[src/rtl/hexp_pkg.sv]
`timescale 1ns / 1ps
`default_nettype none
// ----------------------------------------------------------------------------
// hexp_pkg
// Shared types, codes and character helpers for the hex text parser.
// ----------------------------------------------------------------------------
package hexp_pkg;

  localparam int CNT_W = 11;

  // result kinds
  localparam logic [1:0] KIND_DATA = 2'd0;
  localparam logic [1:0] KIND_OK   = 2'd1;
  localparam logic [1:0] KIND_ERR  = 2'd2;

  // register map
  localparam logic REG_MAX_BYTES = 1'b0;
  localparam logic [CNT_W-1:0] CAP_RESET = 11'd1024;

  // characters
  localparam logic [7:0] CH_COMMA = 8'h2C;
  localparam logic [7:0] CH_X_LO  = 8'h78;
  localparam logic [7:0] CH_X_UP  = 8'h58;
  localparam logic [7:0] CH_SPACE = 8'h20;
  localparam logic [7:0] CH_TAB   = 8'h09;
  localparam logic [7:0] CH_CR    = 8'h0D;
  localparam logic [7:0] CH_NUL   = 8'h00;
  localparam logic [7:0] CH_0     = 8'h30;
  localparam logic [7:0] CH_9     = 8'h39;
  localparam logic [7:0] CH_A_LO  = 8'h61;
  localparam logic [7:0] CH_F_LO  = 8'h66;
  localparam logic [7:0] CH_A_UP  = 8'h41;
  localparam logic [7:0] CH_F_UP  = 8'h46;
  localparam logic [7:0] DIGIT_TEN = 8'd10;

  // output buffer
  localparam int OBUF_DEPTH = 4;
  localparam int OBUF_AW    = $clog2(OBUF_DEPTH);

  typedef struct packed {
    logic [1:0]       kind;
    logic [7:0]       byte_value;
    logic [CNT_W-1:0] byte_count;
    logic             last;
  } result_t;

  // up to two results per character beat, first one first
  typedef struct packed {
    logic    v0;
    logic    v1;
    result_t r0;
    result_t r1;
  } step_out_t;

  // {valid, nibble}
  function automatic logic [4:0] hex_digit(input logic [7:0] ch);
    logic [7:0] t;
    t = 8'd0;
    if (ch >= CH_0 && ch <= CH_9) begin
      t = ch - CH_0;
      return {1'b1, t[3:0]};
    end else if (ch >= CH_A_LO && ch <= CH_F_LO) begin
      t = ch - CH_A_LO + DIGIT_TEN;
      return {1'b1, t[3:0]};
    end else if (ch >= CH_A_UP && ch <= CH_F_UP) begin
      t = ch - CH_A_UP + DIGIT_TEN;
      return {1'b1, t[3:0]};
    end
    return 5'd0;
  endfunction

  function automatic logic is_skip(input logic [7:0] ch);
    return (ch == CH_SPACE) || (ch >= CH_TAB && ch <= CH_CR) || (ch == CH_COMMA);
  endfunction

endpackage
`default_nettype wire

[src/rtl/hexp_step.sv]
`timescale 1ns / 1ps
`default_nettype none
// ----------------------------------------------------------------------------
// hexp_step
// Parser state and the per-character step logic; up to two results a beat.
// ----------------------------------------------------------------------------
module hexp_step (
  input  wire logic                       clk,
  input  wire logic                       rst,
  input  wire logic                       fire,
  input  wire logic [7:0]                 character,
  input  wire logic                       text_end,
  input  wire logic [hexp_pkg::CNT_W-1:0] max_bytes,
  output hexp_pkg::step_out_t             res
);

  logic                       pend;      // one digit held
  logic [3:0]                 nibble;
  logic [hexp_pkg::CNT_W-1:0] count;
  logic                       err;

  logic                       pend_next;
  logic [3:0]                 nibble_next;
  logic [hexp_pkg::CNT_W-1:0] count_next;
  logic                       err_next;

  logic [4:0] dig;
  logic       is_end;
  logic       cap_ok;
  logic [hexp_pkg::CNT_W-1:0] count_inc;

  assign dig       = hexp_pkg::hex_digit(character);
  assign is_end    = text_end || (character == hexp_pkg::CH_NUL);
  assign cap_ok    = count < max_bytes;
  assign count_inc = count + 11'd1;

  always_comb begin
    pend_next   = pend;
    nibble_next = nibble;
    count_next  = count;
    err_next    = err;
    res         = '0;
    if (is_end) begin
      if (!err && pend) begin
        if (cap_ok) begin
          res.v0               = 1'b1;
          res.r0.kind          = hexp_pkg::KIND_DATA;
          res.r0.byte_value    = {4'd0, nibble};
          res.r0.byte_count    = count_inc;
          count_next           = count_inc;
        end else begin
          err_next = 1'b1;
        end
      end
      // status goes in the first free slot
      if (res.v0) begin
        res.v1            = 1'b1;
        res.r1.kind       = err_next ? hexp_pkg::KIND_ERR : hexp_pkg::KIND_OK;
        res.r1.byte_count = count_next;
        res.r1.last       = 1'b1;
      end else begin
        res.v0            = 1'b1;
        res.r0.kind       = err_next ? hexp_pkg::KIND_ERR : hexp_pkg::KIND_OK;
        res.r0.byte_count = count_next;
        res.r0.last       = 1'b1;
      end
      pend_next   = 1'b0;
      nibble_next = 4'd0;
      count_next  = '0;
      err_next    = 1'b0;
    end else if (!err) begin
      if (pend) begin
        pend_next   = 1'b0;
        nibble_next = 4'd0;
        if (dig[4]) begin
          if (cap_ok) begin
            res.v0            = 1'b1;
            res.r0.kind       = hexp_pkg::KIND_DATA;
            res.r0.byte_value = {nibble, dig[3:0]};
            res.r0.byte_count = count_inc;
            count_next        = count_inc;
          end else begin
            err_next = 1'b1;
          end
        end else if (nibble == 4'd0 &&
                     (character == hexp_pkg::CH_X_LO || character == hexp_pkg::CH_X_UP)) begin
          // 0x prefix dropped
        end else begin
          if (cap_ok) begin
            res.v0            = 1'b1;
            res.r0.kind       = hexp_pkg::KIND_DATA;
            res.r0.byte_value = {4'd0, nibble};
            res.r0.byte_count = count_inc;
            count_next        = count_inc;
            // non-hex char judged at token start
            if (!hexp_pkg::is_skip(character)) err_next = 1'b1;
          end else begin
            err_next = 1'b1;
          end
        end
      end else if (dig[4]) begin
        pend_next   = 1'b1;
        nibble_next = dig[3:0];
      end else if (!hexp_pkg::is_skip(character)) begin
        err_next = 1'b1;
      end
    end
  end

  always_ff @(posedge clk) begin
    if (rst) begin
      pend   <= 1'b0;
      nibble <= 4'd0;
      count  <= '0;
      err    <= 1'b0;
    end else if (fire) begin
      pend   <= pend_next;
      nibble <= nibble_next;
      count  <= count_next;
      err    <= err_next;
    end
  end

endmodule
`default_nettype wire

[src/rtl/hexp_obuf.sv]
`timescale 1ns / 1ps
`default_nettype none
// ----------------------------------------------------------------------------
// hexp_obuf
// Small result queue: takes up to two entries a cycle, gives one when the reader is ready.
// ----------------------------------------------------------------------------
module hexp_obuf (
  input  wire logic                  clk,
  input  wire logic                  rst,
  input  wire logic                  push,
  input  wire hexp_pkg::step_out_t   din,
  output logic                       room2,
  output logic                       out_valid,
  input  wire logic                  out_ready,
  output hexp_pkg::result_t          dout
);

  localparam int CW = hexp_pkg::OBUF_AW + 1;

  hexp_pkg::result_t mem [hexp_pkg::OBUF_DEPTH];

  logic [hexp_pkg::OBUF_AW-1:0] wr_ptr;
  logic [hexp_pkg::OBUF_AW-1:0] rd_ptr;
  logic [CW-1:0]                count;

  logic                         w0, w1, pop;
  logic [hexp_pkg::OBUF_AW-1:0] wr_ptr1;
  logic [CW-1:0]                count_next;

  assign w0        = push && din.v0;
  assign w1        = push && din.v0 && din.v1;
  assign out_valid = count != '0;
  assign pop       = out_valid && out_ready;
  assign dout      = mem[rd_ptr];
  assign room2     = count <= CW'(hexp_pkg::OBUF_DEPTH - 2);
  assign wr_ptr1   = wr_ptr + 1'b1;

  always_comb begin
    count_next = count + CW'(w0) + CW'(w1) - CW'(pop);
  end

  always_ff @(posedge clk) begin
    if (w0) mem[wr_ptr] <= din.r0;
    if (w1) mem[wr_ptr1] <= din.r1;
  end

  always_ff @(posedge clk) begin
    if (rst) begin
      wr_ptr <= '0;
      rd_ptr <= '0;
      count  <= '0;
    end else begin
      wr_ptr <= wr_ptr + hexp_pkg::OBUF_AW'(w0) + hexp_pkg::OBUF_AW'(w1);
      if (pop) rd_ptr <= rd_ptr + 1'b1;
      count <= count_next;
    end
  end

`ifndef ASSERT_OFF
  a_no_overflow: assert property (@(posedge clk) disable iff (rst)
    push |-> count <= CW'(hexp_pkg::OBUF_DEPTH - 2))
    else $error("result queue written without room");
`endif

endmodule
`default_nettype wire

[src/rtl/hex_text_to_bytes_parser_core.sv]
`timescale 1ns / 1ps
`default_nettype none
// ----------------------------------------------------------------------------
// hex_text_to_bytes_parser_core
// Streaming hex text parser: characters in, data bytes and a final status out.
// ----------------------------------------------------------------------------
//  channel | handshake              | payload
//  --------+------------------------+------------------------------------------
//  input   | in_valid / in_ready    | character[7:0], text_end
//  output  | out_valid / out_ready  | kind[1:0], byte_value[7:0],
//          |                        | byte_count[10:0], last
//  config  | APB psel/penable/...   | max_bytes at byte address 0
//
//  One character beat a cycle while the queue has room for two entries. A beat
//  is registered in the input stage, then the step logic updates the parser
//  state and writes 0, 1 or 2 results into a 4-entry result queue; results
//  leave from the queue head, so the earliest result is valid in the cycle
//  after its beat passes the step logic.
//  The input stage advances only while the queue has room for two entries, so
//  a stalled output side backs up into in_ready.
//  rst is synchronous: parser state, queue and input stage clear, max_bytes
//  returns to 1024.
// ----------------------------------------------------------------------------
module hex_text_to_bytes_parser_core (
  input  wire logic        clk,
  input  wire logic        rst,
  // character beats
  input  wire logic        in_valid,
  output logic             in_ready,
  input  wire logic [7:0]  character,
  input  wire logic        text_end,
  // result beats
  output logic             out_valid,
  input  wire logic        out_ready,
  output logic [1:0]       kind,
  output logic [7:0]       byte_value,
  output logic [10:0]      byte_count,
  output logic             last,
  // register port
  input  wire logic        psel,
  input  wire logic        penable,
  input  wire logic        pwrite,
  input  wire logic [2:0]  paddr,
  input  wire logic [31:0] pwdata,
  output logic [31:0]      prdata,
  output logic             pready
);

  // capacity register
  logic [hexp_pkg::CNT_W-1:0] max_bytes;

  // input stage
  logic       s_valid;
  logic [7:0] s_char;
  logic       s_end;

  logic       adv;      // stage beat goes through the step logic this cycle
  logic       room2;

  hexp_pkg::step_out_t step_res;
  hexp_pkg::result_t   head;

  // ---- register port ------------------------------------------------------
  assign pready = 1'b1;

  always_ff @(posedge clk) begin
    if (rst) begin
      max_bytes <= hexp_pkg::CAP_RESET;
    end else if (psel && penable && pwrite && paddr[2] == hexp_pkg::REG_MAX_BYTES) begin
      max_bytes <= pwdata[hexp_pkg::CNT_W-1:0];
    end
  end

  always_comb begin
    prdata = 32'd0;
    if (paddr[2] == hexp_pkg::REG_MAX_BYTES) begin
      prdata = {21'd0, max_bytes};
    end
  end

  // ---- input stage --------------------------------------------------------
  // The stage drains whenever the queue can take a two-result beat, so it
  // refills in the same cycle it empties.
  assign adv      = s_valid && room2;
  assign in_ready = !s_valid || room2;

  always_ff @(posedge clk) begin
    if (rst) begin
      s_valid <= 1'b0;
    end else if (in_ready) begin
      s_valid <= in_valid;
    end
  end

  always_ff @(posedge clk) begin
    if (in_valid && in_ready) begin
      s_char <= character;
      s_end  <= text_end;
    end
  end

  // ---- step logic and parser state ----------------------------------------
  hexp_step u_step (
    .clk       (clk),
    .rst       (rst),
    .fire      (adv),
    .character (s_char),
    .text_end  (s_end),
    .max_bytes (max_bytes),
    .res       (step_res)
  );

  // ---- result queue -------------------------------------------------------
  hexp_obuf u_obuf (
    .clk       (clk),
    .rst       (rst),
    .push      (adv),
    .din       (step_res),
    .room2     (room2),
    .out_valid (out_valid),
    .out_ready (out_ready),
    .dout      (head)
  );

  assign kind       = head.kind;
  assign byte_value = head.byte_value;
  assign byte_count = head.byte_count;
  assign last       = head.last;

`ifndef ASSERT_OFF
  a_data_counted: assert property (@(posedge clk) disable iff (rst)
    (out_valid && kind == hexp_pkg::KIND_DATA) |-> (byte_count != 11'd0 && !last))
    else $error("data beat with zero count or last set");

  a_status_shape: assert property (@(posedge clk) disable iff (rst)
    (out_valid && kind != hexp_pkg::KIND_DATA) |-> (last && byte_value == 8'd0))
    else $error("status beat malformed");

  a_reset_empty: assert property (@(posedge clk)
    rst |=> !out_valid)
    else $error("result beat right after reset");
`endif

endmodule
`default_nettype wire
[config.mk]
export PLATFORM = sky130hd
export DESIGN_NAME = hex_text_to_bytes_parser_core
export DESIGN_NICKNAME = d
export VERILOG_FILES = /design/src/rtl/hexp_pkg.sv /design/src/rtl/hexp_step.sv /design/src/rtl/hexp_obuf.sv /design/src/rtl/hex_text_to_bytes_parser_core.sv
export SDC_FILE = /design/constraint.sdc
export NUM_CORES = 1
export LEC_CHECK = 0
export BUFFER_PORTS_ARGS = -buffer_cell sky130_fd_sc_hd__buf_2
export CAP_MARGIN = 25
export CORE_AREA = 2 2 112 114
export CTS_CLUSTER_DIAMETER = 30
export DETAILED_ROUTE_END_ITERATION = 6
export DIE_AREA = 0 0 114 116
export PLACE_DENSITY_LB_ADDON = 0.25
export SLEW_MARGIN = 20
export SYNTH_ARGS = -nofsm -noshare
export SYNTH_HDL_FRONTEND = slang
export SYNTH_SLANG_ARGS = --single-unit
[constraint.sdc]
create_clock -name clk -period 11.09 [get_ports clk]
set_input_delay 1.6635 -clock clk [delete_from_list [all_inputs] [get_ports clk]]
set_output_delay 1.6635 -clock clk [all_outputs]
set_load 0.02 [all_outputs]
==> results of run 1 <==
-- power breakdown --
part,total (mW),internal [mW],switching (mW)
registers,0.565,0.544,0.0209
logic,0.238,0.0966,0.141
clock network,0.548,0.334,0.214
total,1.35,0.974,0.376
-- critical path, delay by kind of cell (launching register included) --
family          cells  cell delay, ns
xor+xnor            1            0.15
simple gates        4            0.98
compound gates      2            0.74
flops               1            0.45
fa+ha+maj           4            1.50
buf+inv             1            0.05
-- cell type report --
type                    instances  area [um^2]
inverters                      25         93.8
flip-flops and latches        135         3350
multi-input cells             463         3300
well taps                     147          184
clock buffers                  22          487
fillers                       930         4040
repair buffers                 68          359
clock inverters                10         92.6
-- worst max-delay path by stage --
| stage | from | to | slack [ns] | depth (start not counted) |
|---|---|---|---|---|
| 6_report | u_step.count[10] | u_obuf.count[2] | 7.08 | 12 |
| 5_1_grt | u_step.count[8] | u_obuf.mem[1][3] | 6.84 | 7 |
| 4_1_cts | u_step.count[8] | u_obuf.count[2] | 7.09 | 12 |
| 3_5_place_dp | u_step.count[8] | u_obuf.count[2] | 7.10 | 12 |
| 3_3_place_gp | u_step.count[10] | u_obuf.count[2] | 7.20 | 12 |
| 2_1_floorplan | paddr[2] | prdata[10] | 7.28 | 2 |
-- layer usage --
metal | wire (um) | GRT usage | up-vias | share of wire
met5 | 0 | 0 | - | 0
met4 | 335 | 0.107 | 0 | 0.021
met3 | 1430 | 0.0575 | 39 | 0.088
met2 | 7720 | 0.423 | 290 | 0.48
met1 | 6670 | 0.325 | 2523 | 0.41
li1 | - | - | 2521 | -
-- placed cells by master, fill, tap and decap left out, types with 12 or more instances in the layout --
master | netlist | layout
nand2_1 | 97 | 97
a21oi_1 | 46 | 46
mux2i_1 | 33 | 33
dfxtp_1 | 70 | 70
o22ai_1 | 38 | 38
nor2_1 | 32 | 32
edfxtp_1 | 65 | 65
mux4_2 | 22 | 22
buf_2 | 6 | 62
inv_1 | 25 | 25
conb_1 | 2 | 22
nand3_1 | 12 | 12
clkbuf_16 | 0 | 18
ha_1 | 17 | 17
-- sequential cells by signal, summed over array words and instances (netlist names), named ones only --
register       count
s_valid            1
max_bytes         11
u_obuf.mem        88
s_char             8
u_obuf.rd_ptr      2
u_step.nibble      4
u_obuf.count       3
s_end              1
u_step.err         1
u_obuf.wr_ptr      2
u_step.pend        1
u_step.count      11
-- cell families (layout without fill, tap and decap cells) --
family | Yosys count | count (layout) | share of synthesized area
other | 2 | 22 | 0.00107
AND/OR/NAND/NOR | 206 | 206 | 0.150
flip-flops | 135 | 135 | 0.478
XOR/XNOR | 15 | 15 | 0.0187
adder cells (fa/ha/maj) | 20 | 20 | 0.0389
buffers and inverters | 85 | 125 | 0.0631
AO/OA/AOI/OAI | 144 | 144 | 0.131
multiplexers | 56 | 56 | 0.119
-- per-stage QoR --
step / util / power [mW] / instances / hold WS (ns) / setup WS (ns)
2_1_floorplan: - / 0.759 / 683 / 0.435 / 7.28
3_3_place_gp: 0.610 / 0.807 / 836 / 0.442 / 7.20
3_5_place_dp: 0.611 / 0.814 / 837 / 0.447 / 7.10
4_1_cts: 0.660 / 1.35 / 869 / 0.455 / 7.09
5_1_grt: 0.661 / 1.40 / 870 / 0.471 / 6.84
6_report: 0.661 / 1.35 / 870 / 0.454 / 7.08
==> results.py, run 1 <==
metrics = {
    "outcome": {
        "status": "complete, no violations",
    },
    "route": {
        "drc": 0,
        "ant_nets": 0,
        "drtIter0Drc": 425,
        "wl_per_cell_um": 18.6,
        "drtPass1Iterations": 5,
        "vias": 5373,
        "vias_per_cell": 6.18,
        "wl_um": 16200,
    },
    "layout": {
        "syn2layout_area_growth_pct": 12.1,
        "drive_above_1_share": 0.189,
        "design_area_um2": 7870,
        "num_antenna_cells": 0,
        "layout.nets": 781,
    },
    "floorplan": {
        "initial_utilization": 0.589,
        "die_h_um": 116,
        "fp.dieArea_um2": 13200,
        "io_pins": 108,
        "core_area_um2": 11900,
        "die_w_um": 114,
        "rows": 40,
    },
    "yosys": {
        "synth-edff-count": 65,
        "synth.cell_area_um2": 7020,
        "synth_area_leader_cell": "edfxtp_1",
        "yosysTopAreaCellShare": 0.278,
        "syn_avg_cell_area_um2": 10.6,
        "synth_common_cells": "nand2_1, dfxtp_1, edfxtp_1, a21oi_1, o22ai_1",
        "synth-async-reset-ratio": 0,
        "ys_ff_latch": 135,
        "dominantRegCellSynth": "dfxtp_1",
        "yosys.cell_types.count": 68,
        "synth.most_common_cell": "nand2_1",
        "synth.area.top_cells": "edfxtp_1, dfxtp_1, mux4_2",
        "netlist_instances": 663,
        "synth-seq-area-share": 0.478,
        "ys_warn_count": 0,
    },
    "critical_path": {
        "reg2reg_from": "u_step.count[10]",
        "rrSetupSlack_ns": 7.08,
        "required_ns": 11.39,
        "critPathLaunchType": "flop",
        "worstSetupPathType": "flop to flop",
        "slowest_stage": "o31ai_4",
        "arrival_ns": 4.30,
        "crit_chain": "ha_1, nand4_1, o21ai_1, or3_1, o31ai_4, nand2_1, ha_1, inv_1, fa_1, fa_1, xor2_1, nor2_1",
        "rr_endpoint": "u_obuf.count[2]",
        "path_max_fanout": 8,
        "cp-end-kind": "flop",
        "reg2reg_depth": 12,
        "critical_path.max_stage_delay_ns": 0.63,
    },
    "timing": {
        "worst_slew_pin_slew_ns": 0.854,
        "period_minus_slack_ns": 4.01,
        "finalHoldViolCount": 0,
        "maxSlewHeadroom": 0.426,
        "drv_slew": 0,
        "fin_setup_tns_ns": 0,
        "clock_skew_ns": 0.00675,
        "setup_viol": 0,
        "rsz0062_at_grt": "no",
        "finalCritPeriodShare": 0.361,
        "fmax_mhz": 250,
    },
    "clock_network": {
        "cts_max_level": 4,
        "root_buffer": "clkbuf_16",
        "cts_tree": "yes",
        "clkTransAtPathRegs_ns": 0.06,
        "clk_latency_ns": 0.43,
        "cts_buffer_depth": 2,
        "post_cts_buffers": 0,
        "cts_buffers": 17,
        "cts_hold_buf": 0,
        "post_cts_resize_count": 0,
        "cts_sinks": 135,
    },
    "placed_design": {
        "gp_congestion": 0.856,
        "dpl_cell_area_um2": 7280,
        "dp_hpwl_um": 10800,
        "io_buffers": 62,
    },
    "global_routing": {
        "track_usage": 0.255,
        "antenna_found_initial": 0,
        "grt-ovfl-total": 0,
        "grt_pass1_wl_um": 26000,
        "grt_max_degree": 30,
        "grt_pass1_vias": 5189,
    },
    "min_path": {
        "hold_path.class": "flop to flop",
        "hold_end": "max_bytes[2]",
        "worstHoldStart": "max_bytes[2]",
        "min_path_cells": 2,
    },
    "job": {
        "maxCapViolations": 0,
    },
    "power_and_ir_drop": {
        "power_leakage_nw": 3.00,
        "pwr_density_cell_nw_per_um2": 172,
        "ir_drop_mv": 0.115,
    },
}
(Power assumes the default switching activity.)
==> inputs of run 2 (changes only) <==
--- a/config.mk
+++ b/config.mk
@@ -5,12 +5,13 @@
 export SDC_FILE = /design/constraint.sdc
 export NUM_CORES = 1
 export LEC_CHECK = 0
+export ABC_AREA = 1
 export BUFFER_PORTS_ARGS = -buffer_cell sky130_fd_sc_hd__buf_2
 export CAP_MARGIN = 25
-export CORE_AREA = 2 2 112 114
+export CORE_AREA = 2 2 125 127
 export CTS_CLUSTER_DIAMETER = 30
 export DETAILED_ROUTE_END_ITERATION = 6
-export DIE_AREA = 0 0 114 116
+export DIE_AREA = 0 0 127 129
 export PLACE_DENSITY_LB_ADDON = 0.25
 export SLEW_MARGIN = 20
 export SYNTH_ARGS = -nofsm -noshare
==> constraint.sdc (replaced) <==
create_clock -name clk -period 3.4 [get_ports clk]
set_input_delay 0.51 -clock clk [delete_from_list [all_inputs] [get_ports clk]]
set_output_delay 0.51 -clock clk [all_outputs]
set_load 0.02 [all_outputs]
==> run 2 against run 1 <==
  * Count of clock-buffer cells in the layout is the same
  * Power rose to 3.5 times the previous value
  * Sequential power grew to 3.2 times the previous value
  * Die area is 24% higher
  * Utilization shrank 8.7 points
  * Cell count up 46%
  * Largest cell class is now multi-input gates
==> results.py, run 2 <==
metrics = {
    "critical_path": {
        "path_max_fanout": 7,
        "crit_chain": "ha_1, a21o_1, nor2_2, nand2_1, nor2_2, nand3_2, nand2_8, inv_1, ha_1, inv_1, fa_1, fa_1, xor2_1, nor2_1",
        "rr_endpoint": "u_obuf.count[2]",
        "rrSetupSlack_ns": 0.27,
        "critical_path.max_stage_delay_ns": 0.45,
        "required_ns": 3.71,
        "cp-end-kind": "flop",
        "arrival_ns": 3.44,
        "slowest_stage": "dfxtp_1",
        "reg2reg_from": "u_step.count[10]",
        "reg2reg_depth": 14,
        "critPathLaunchType": "flop",
        "worstSetupPathType": "flop to flop",
    },
    "yosys": {
        "dominantRegCellSynth": "dfxtp_1",
        "yosysTopAreaCellShare": 0.256,
        "synth.cell_area_um2": 7620,
        "synth-seq-area-share": 0.440,
        "synth-edff-count": 65,
        "syn_avg_cell_area_um2": 7.55,
        "synth_common_cells": "nand2_1, nor2_1, o21ai_0, nand3_1, inv_1",
        "synth-async-reset-ratio": 0,
        "synth.most_common_cell": "nand2_1",
        "netlist_instances": 1009,
        "synth.area.top_cells": "edfxtp_1, dfxtp_1, nand2_1",
        "ys_warn_count": 0,
        "ys_ff_latch": 135,
        "yosys.cell_types.count": 44,
        "synth_area_leader_cell": "edfxtp_1",
    },
    "job": {
        "maxCapViolations": 0,
    },
    "global_routing": {
        "grt_max_degree": 45,
        "track_usage": 0.235,
        "grt_pass1_vias": 5986,
        "grt-ovfl-total": 0,
        "grt_pass1_wl_um": 30200,
        "antenna_found_initial": 0,
    },
    "clock_network": {
        "root_buffer": "clkbuf_16",
        "clk_latency_ns": 0.44,
        "cts_buffer_depth": 2,
        "post_cts_buffers": 0,
        "cts_sinks": 135,
        "cts_max_level": 4,
        "cts_tree": "yes",
        "cts_buffers": 17,
        "post_cts_resize_count": 0,
        "cts_hold_buf": 0,
        "clkTransAtPathRegs_ns": 0.06,
    },
    "power_and_ir_drop": {
        "pwr_density_cell_nw_per_um2": 545,
        "power_leakage_nw": 3.83,
        "power.total_mw": 4.69,
        "ir_drop_mv": 0.351,
    },
    "timing": {
        "period_minus_slack_ns": 3.13,
        "worst_slew_pin_slew_ns": 0.714,
        "fmax_mhz": 319,
        "maxSlewHeadroom": 0.523,
        "finalCritPeriodShare": 0.921,
        "clock_skew_ns": 0.0114,
        "fin_setup_tns_ns": 0,
        "rsz0062_at_grt": "no",
        "setup_viol": 0,
        "drv_slew": 0,
        "finalHoldViolCount": 0,
        "layout_setup_ws_ns": 0.267,
    },
    "min_path": {
        "worstHoldStart": "text_end",
        "hold_end": "s_end",
        "hold_path.class": "primary input to flop",
        "min_path_cells": 1,
    },
    "layout": {
        "syn2layout_area_growth_pct": 12.9,
        "multi_input_area_um2": 3620,
        "fill_cells": 1428,
        "regArea_um2": 3350,
        "largest_reg_flops": 88,
        "num_antenna_cells": 0,
        "layout.nets": 1139,
        "final_common_cell": "nand2_1",
        "final_cell_mix": "nand2_1, nor2_1, o21ai_0",
        "design_area_um2": 8600,
        "drive_above_1_share": 0.146,
        "largest-register": "u_obuf.mem",
        "largest_registers": "u_obuf.mem: 88 flops, max_bytes: 11 flops, u_step.count: 11 flops",
    },
    "route": {
        "drtIter0Drc": 614,
        "drc": 0,
        "drtPass1Iterations": 6,
        "vias_per_cell": 5.28,
        "wl_um": 18600,
        "wl_per_cell_um": 14.6,
        "vias": 6703,
        "ant_nets": 0,
    },
    "floorplan": {
        "io_pins": 108,
        "rows": 45,
        "die_h_um": 129,
        "initial_utilization": 0.509,
        "fp.dieArea_um2": 16400,
        "die_w_um": 127,
        "core_area_um2": 15000,
    },
    "placed_design": {
        "dp_hpwl_um": 12600,
        "dpl_cell_area_um2": 8000,
        "gp_congestion": 0.876,
        "pre_cts_ws_ns": 0.271,
        "io_buffers": 62,
    },
    "outcome": {
        "status": "complete, no violations",
    },
}
run 2: cell types whose count changed in the layout (fill, tap and decap cells not counted), moves of 13 or more:
cell	change
nand3_1	+65
mux4_2	-22
inv_1	+47
o21ai_0	+76
inv_2	+13
o22ai_1	-16
buf_4	+16
mux2i_1	-33
nor2_1	+74
nand2_1	+210
run 2: critical path: cells and delay by family (launching register included):
family | cells | cell delay (ns)
and+or+nand+nor | 6 | 0.72
adders and majority gates | 4 | 1.41
DFF | 1 | 0.45
buffers and inverters | 2 | 0.13
AOI/OAI and AO/OA | 1 | 0.17
xor gates and xnor gates | 1 | 0.13
run 2: power by group:
group / internal [mW] / switching (mW)
sequential: 1.78 / 0.0498
combinational: 0.304 / 0.726
clock: 1.13 / 0.705
run 2: metrics by stage:
step	util	hold slack (ns)	instances
floorplan	-	0.436	1029
finish	0.574	0.250	1269
global placement	0.534	0.450	1237
global route	0.574	0.239	1269
CTS	0.574	0.239	1269
detailed placement	0.534	0.454	1237
run 2: final cells by class:
class                      count  area share
timing repair buffer          82      0.0536
tap                          188      0.0274
inverter                      88      0.0387
sequential                   135       0.390
multi-input combinational    744       0.421
clock inverter                10      0.0103
clock buffer                  22      0.0589
run 2: logic make-up after synthesis:
logic type	synth area share
fa+ha+maj	0.0358
xor+xnor	0.00805
flops	0.440
simple gates	0.307
buf+inv	0.0943
compound gates	0.114
other cells	0.000986
run 2: how the worst max path moves through the flow:
stage,start,end,cells after the start
5_1_grt,max_bytes[6],u_obuf.count[2],18
4_1_cts,u_step.count[4],u_obuf.count[2],17
2_1_floorplan,u_step.count[6],u_obuf.count[2],17
3_5_place_dp,u_step.count[10],u_obuf.count[2],14
6_report,u_step.count[10],u_obuf.count[2],14
3_3_place_gp,s_char[0],u_obuf.count[2],16
run 2: per-layer routing:
layer | up-vias | global-route usage | share of wire
met5 | - | 0 | 0
met4 | 0 | 0.0866 | 0.019
met3 | 30 | 0.0549 | 0.075
met2 | 264 | 0.376 | 0.46
met1 | 3023 | 0.314 | 0.45
li1 | 3386 | - | -
==> inputs of run 3 (changes only) <==
==> constraint.sdc (replaced) <==
create_clock -name clk -period 3.4 [get_ports clk]
set_input_delay 0.68 -clock clk [delete_from_list [all_inputs] [get_ports clk]]
set_output_delay 0.68 -clock clk [all_outputs]
set_load 0.02 [all_outputs]
==> run 3 against run 2 <==
  * Count of clock-buffer cells in the layout down 2
  * Combinational power about the same
  * Worst hold slack better by 0.17 ns
  * Clock skew down 0.0054 ns
  * Sequential power about the same
  * Design area about the same
  * Die area unchanged
  * Maximum frequency down 0.27%
  * Global-route usage up 0.070 points
  * Largest cell class unchanged
==> results.py, run 3 (synthesis results as in run 2) <==
metrics = {
    "job": {
        "maxCapViolations": 0,
    },
    "power_and_ir_drop": {
        "power.total_mw": 4.61,
        "power_leakage_nw": 3.85,
        "switching_power_mw": 1.52,
        "seqPwrFrac": 0.396,
        "combPwrFrac": 0.228,
        "ir_drop_mv": 0.341,
        "p_sw_frac": 0.330,
        "internal-power_mw": 3.09,
        "pwr_density_cell_nw_per_um2": 536,
        "pwr-share-clk": 0.377,
    },
    "global_routing": {
        "grt_pass1_vias": 5948,
        "grt_pass1_wl_um": 30200,
        "use_met1": 0.322,
        "grt-ovfl-total": 0,
        "track_usage": 0.236,
        "grt_busiest_layer": "met2",
        "gr-usage-met3": 0.0403,
        "antenna_found_initial": 0,
        "grt_max_degree": 45,
        "met2_usage": 0.380,
    },
    "floorplan": {
        "io_pins": 108,
        "die_h_um": 129,
        "rows": 45,
        "die_w_um": 127,
        "initial_utilization": 0.509,
        "fp.dieArea_um2": 16400,
        "core_area_um2": 15000,
    },
    "clock_network": {
        "cts_buffers": 17,
        "cts_buffer_depth": 2,
        "post_cts_buffers": 0,
        "cts_max_level": 4,
        "cts_hold_buf": 0,
        "post_cts_resize_count": 0,
        "cts_sinks": 135,
        "root_buffer": "clkbuf_16",
        "clkTransAtPathRegs_ns": 0.06,
        "cts_tree": "yes",
        "clk_latency_ns": 0.44,
    },
    "layout": {
        "largest_registers": "u_obuf.mem: 88 flops, max_bytes: 11 flops, u_step.count: 11 flops",
        "num_antenna_cells": 0,
        "drive_above_1_share": 0.152,
        "post-route-util": 0.574,
        "design_area_um2": 8590,
        "regArea_um2": 3350,
        "largest-register": "u_obuf.mem",
        "final_cell_mix": "nand2_1, nor2_1, o21ai_0",
        "fill_cells": 1413,
        "final_common_cell": "nand2_1",
        "multi_input_area_um2": 3620,
        "largest_reg_flops": 88,
        "syn2layout_area_growth_pct": 12.8,
        "layout.nets": 1144,
    },
    "critical_path": {
        "reg2reg_depth": 16,
        "reg2reg_from": "s_char[0]",
        "cp-end-kind": "flop",
        "worstSetupPathType": "flop to flop",
        "arrival_ns": 3.45,
        "rr_endpoint": "u_obuf.count[2]",
        "required_ns": 3.71,
        "critPathLaunchType": "flop",
        "rrSetupSlack_ns": 0.26,
        "path_max_fanout": 7,
    },
    "min_path": {
        "hold_path.class": "primary input to flop",
        "hold_end": "s_char[7]",
        "min_path_cells": 1,
        "worstHoldStart": "character[7]",
    },
    "timing": {
        "finalHoldViolCount": 0,
        "finalCritPeriodShare": 0.924,
        "fmax_mhz": 318,
        "hold_slack_ns": 0.420,
        "drv_slew": 0,
        "clock_skew_ns": 0.00595,
        "period_minus_slack_ns": 3.14,
        "worst_slew_pin_slew_ns": 0.678,
        "rsz0062_at_grt": "no",
        "setup_viol": 0,
        "maxSlewHeadroom": 0.545,
        "fin_setup_tns_ns": 0,
    },
    "placed_design": {
        "gp_congestion": 0.860,
        "dpl_cell_area_um2": 8040,
        "io_buffers": 62,
        "dp_hpwl_um": 12700,
    },
    "route": {
        "drc": 0,
        "wl_per_cell_um": 14.7,
        "drtIter0Drc": 569,
        "wl_um": 18700,
        "drtPass1Iterations": 5,
        "vias_per_cell": 5.26,
        "ant_nets": 0,
        "vias": 6705,
    },
    "outcome": {
        "status": "complete, no violations",
    },
}
run 3: worst max-delay path, stage by stage (launching register included):
cell      delay [ns]
edfxtp_1        0.43
inv_1           0.08
ha_1            0.23
inv_1           0.11
nor2_1          0.06
nand3_1         0.14
nor2_4          0.06
nor2_4          0.16
nand3_2         0.15
nand2_8         0.13
inv_1           0.09
ha_1            0.28
inv_1           0.05
fa_1            0.44
fa_1            0.41
xor2_1          0.15
nor2_1          0.05
run 3: routing by layer:
metal | up-vias | share of wire
met5 | - | 0
met2 | 246 | 0.46
met3 | 30 | 0.066
met1 | 3037 | 0.45
li1 | 3392 | -
met4 | 0 | 0.016
run 3: metrics by stage:
| stage | worst slack, ns | std cells |
|---|---|---|
| global placement | 0.296 | 1242 |
| detailed placement | 0.263 | 1242 |
| finish | 0.259 | 1274 |
| CTS | 0.248 | 1274 |
| floorplan | 0.441 | 1029 |
| global route | 0.0202 | 1274 |
run 3: worst max path at each step:
stage                    startpoint         endpoint  slack [ns]  cells past startpoint
floorplan           u_step.count[6]  u_obuf.count[2]        0.44                     17
global placement          s_char[0]  u_obuf.count[2]        0.30                     16
detailed placement        s_char[0]  u_obuf.count[2]        0.26                     16
CTS                 u_step.count[4]  u_obuf.count[2]        0.25                     17
global route              s_char[0]  u_obuf.count[2]        0.02                     16
finish                    s_char[0]  u_obuf.count[2]        0.26                     16
run 3: power by group through the flow:
| stage | sequential [mW] | clock [mW] | combinational (mW) |
|---|---|---|---|
| detailed placement | 1.86 | 0 | 1.05 |
| global route | 1.83 | 1.82 | 1.16 |
| floorplan | 1.84 | 0 | 0.773 |
| CTS | 1.82 | 1.75 | 1.05 |
| global placement | 1.86 | 0 | 1.03 |
| finish | 1.82 | 1.74 | 1.05 |
run 3: cell type report:
class | count | share of cell area
Multi-Input combinational cell | 744 | 0.421
Sequential cell | 135 | 0.390
Tap cell | 188 | 0.0274
Timing Repair Buffer | 87 | 0.0579
Inverter | 88 | 0.0387
Clock buffer | 20 | 0.0543
Clock inverter | 12 | 0.0102
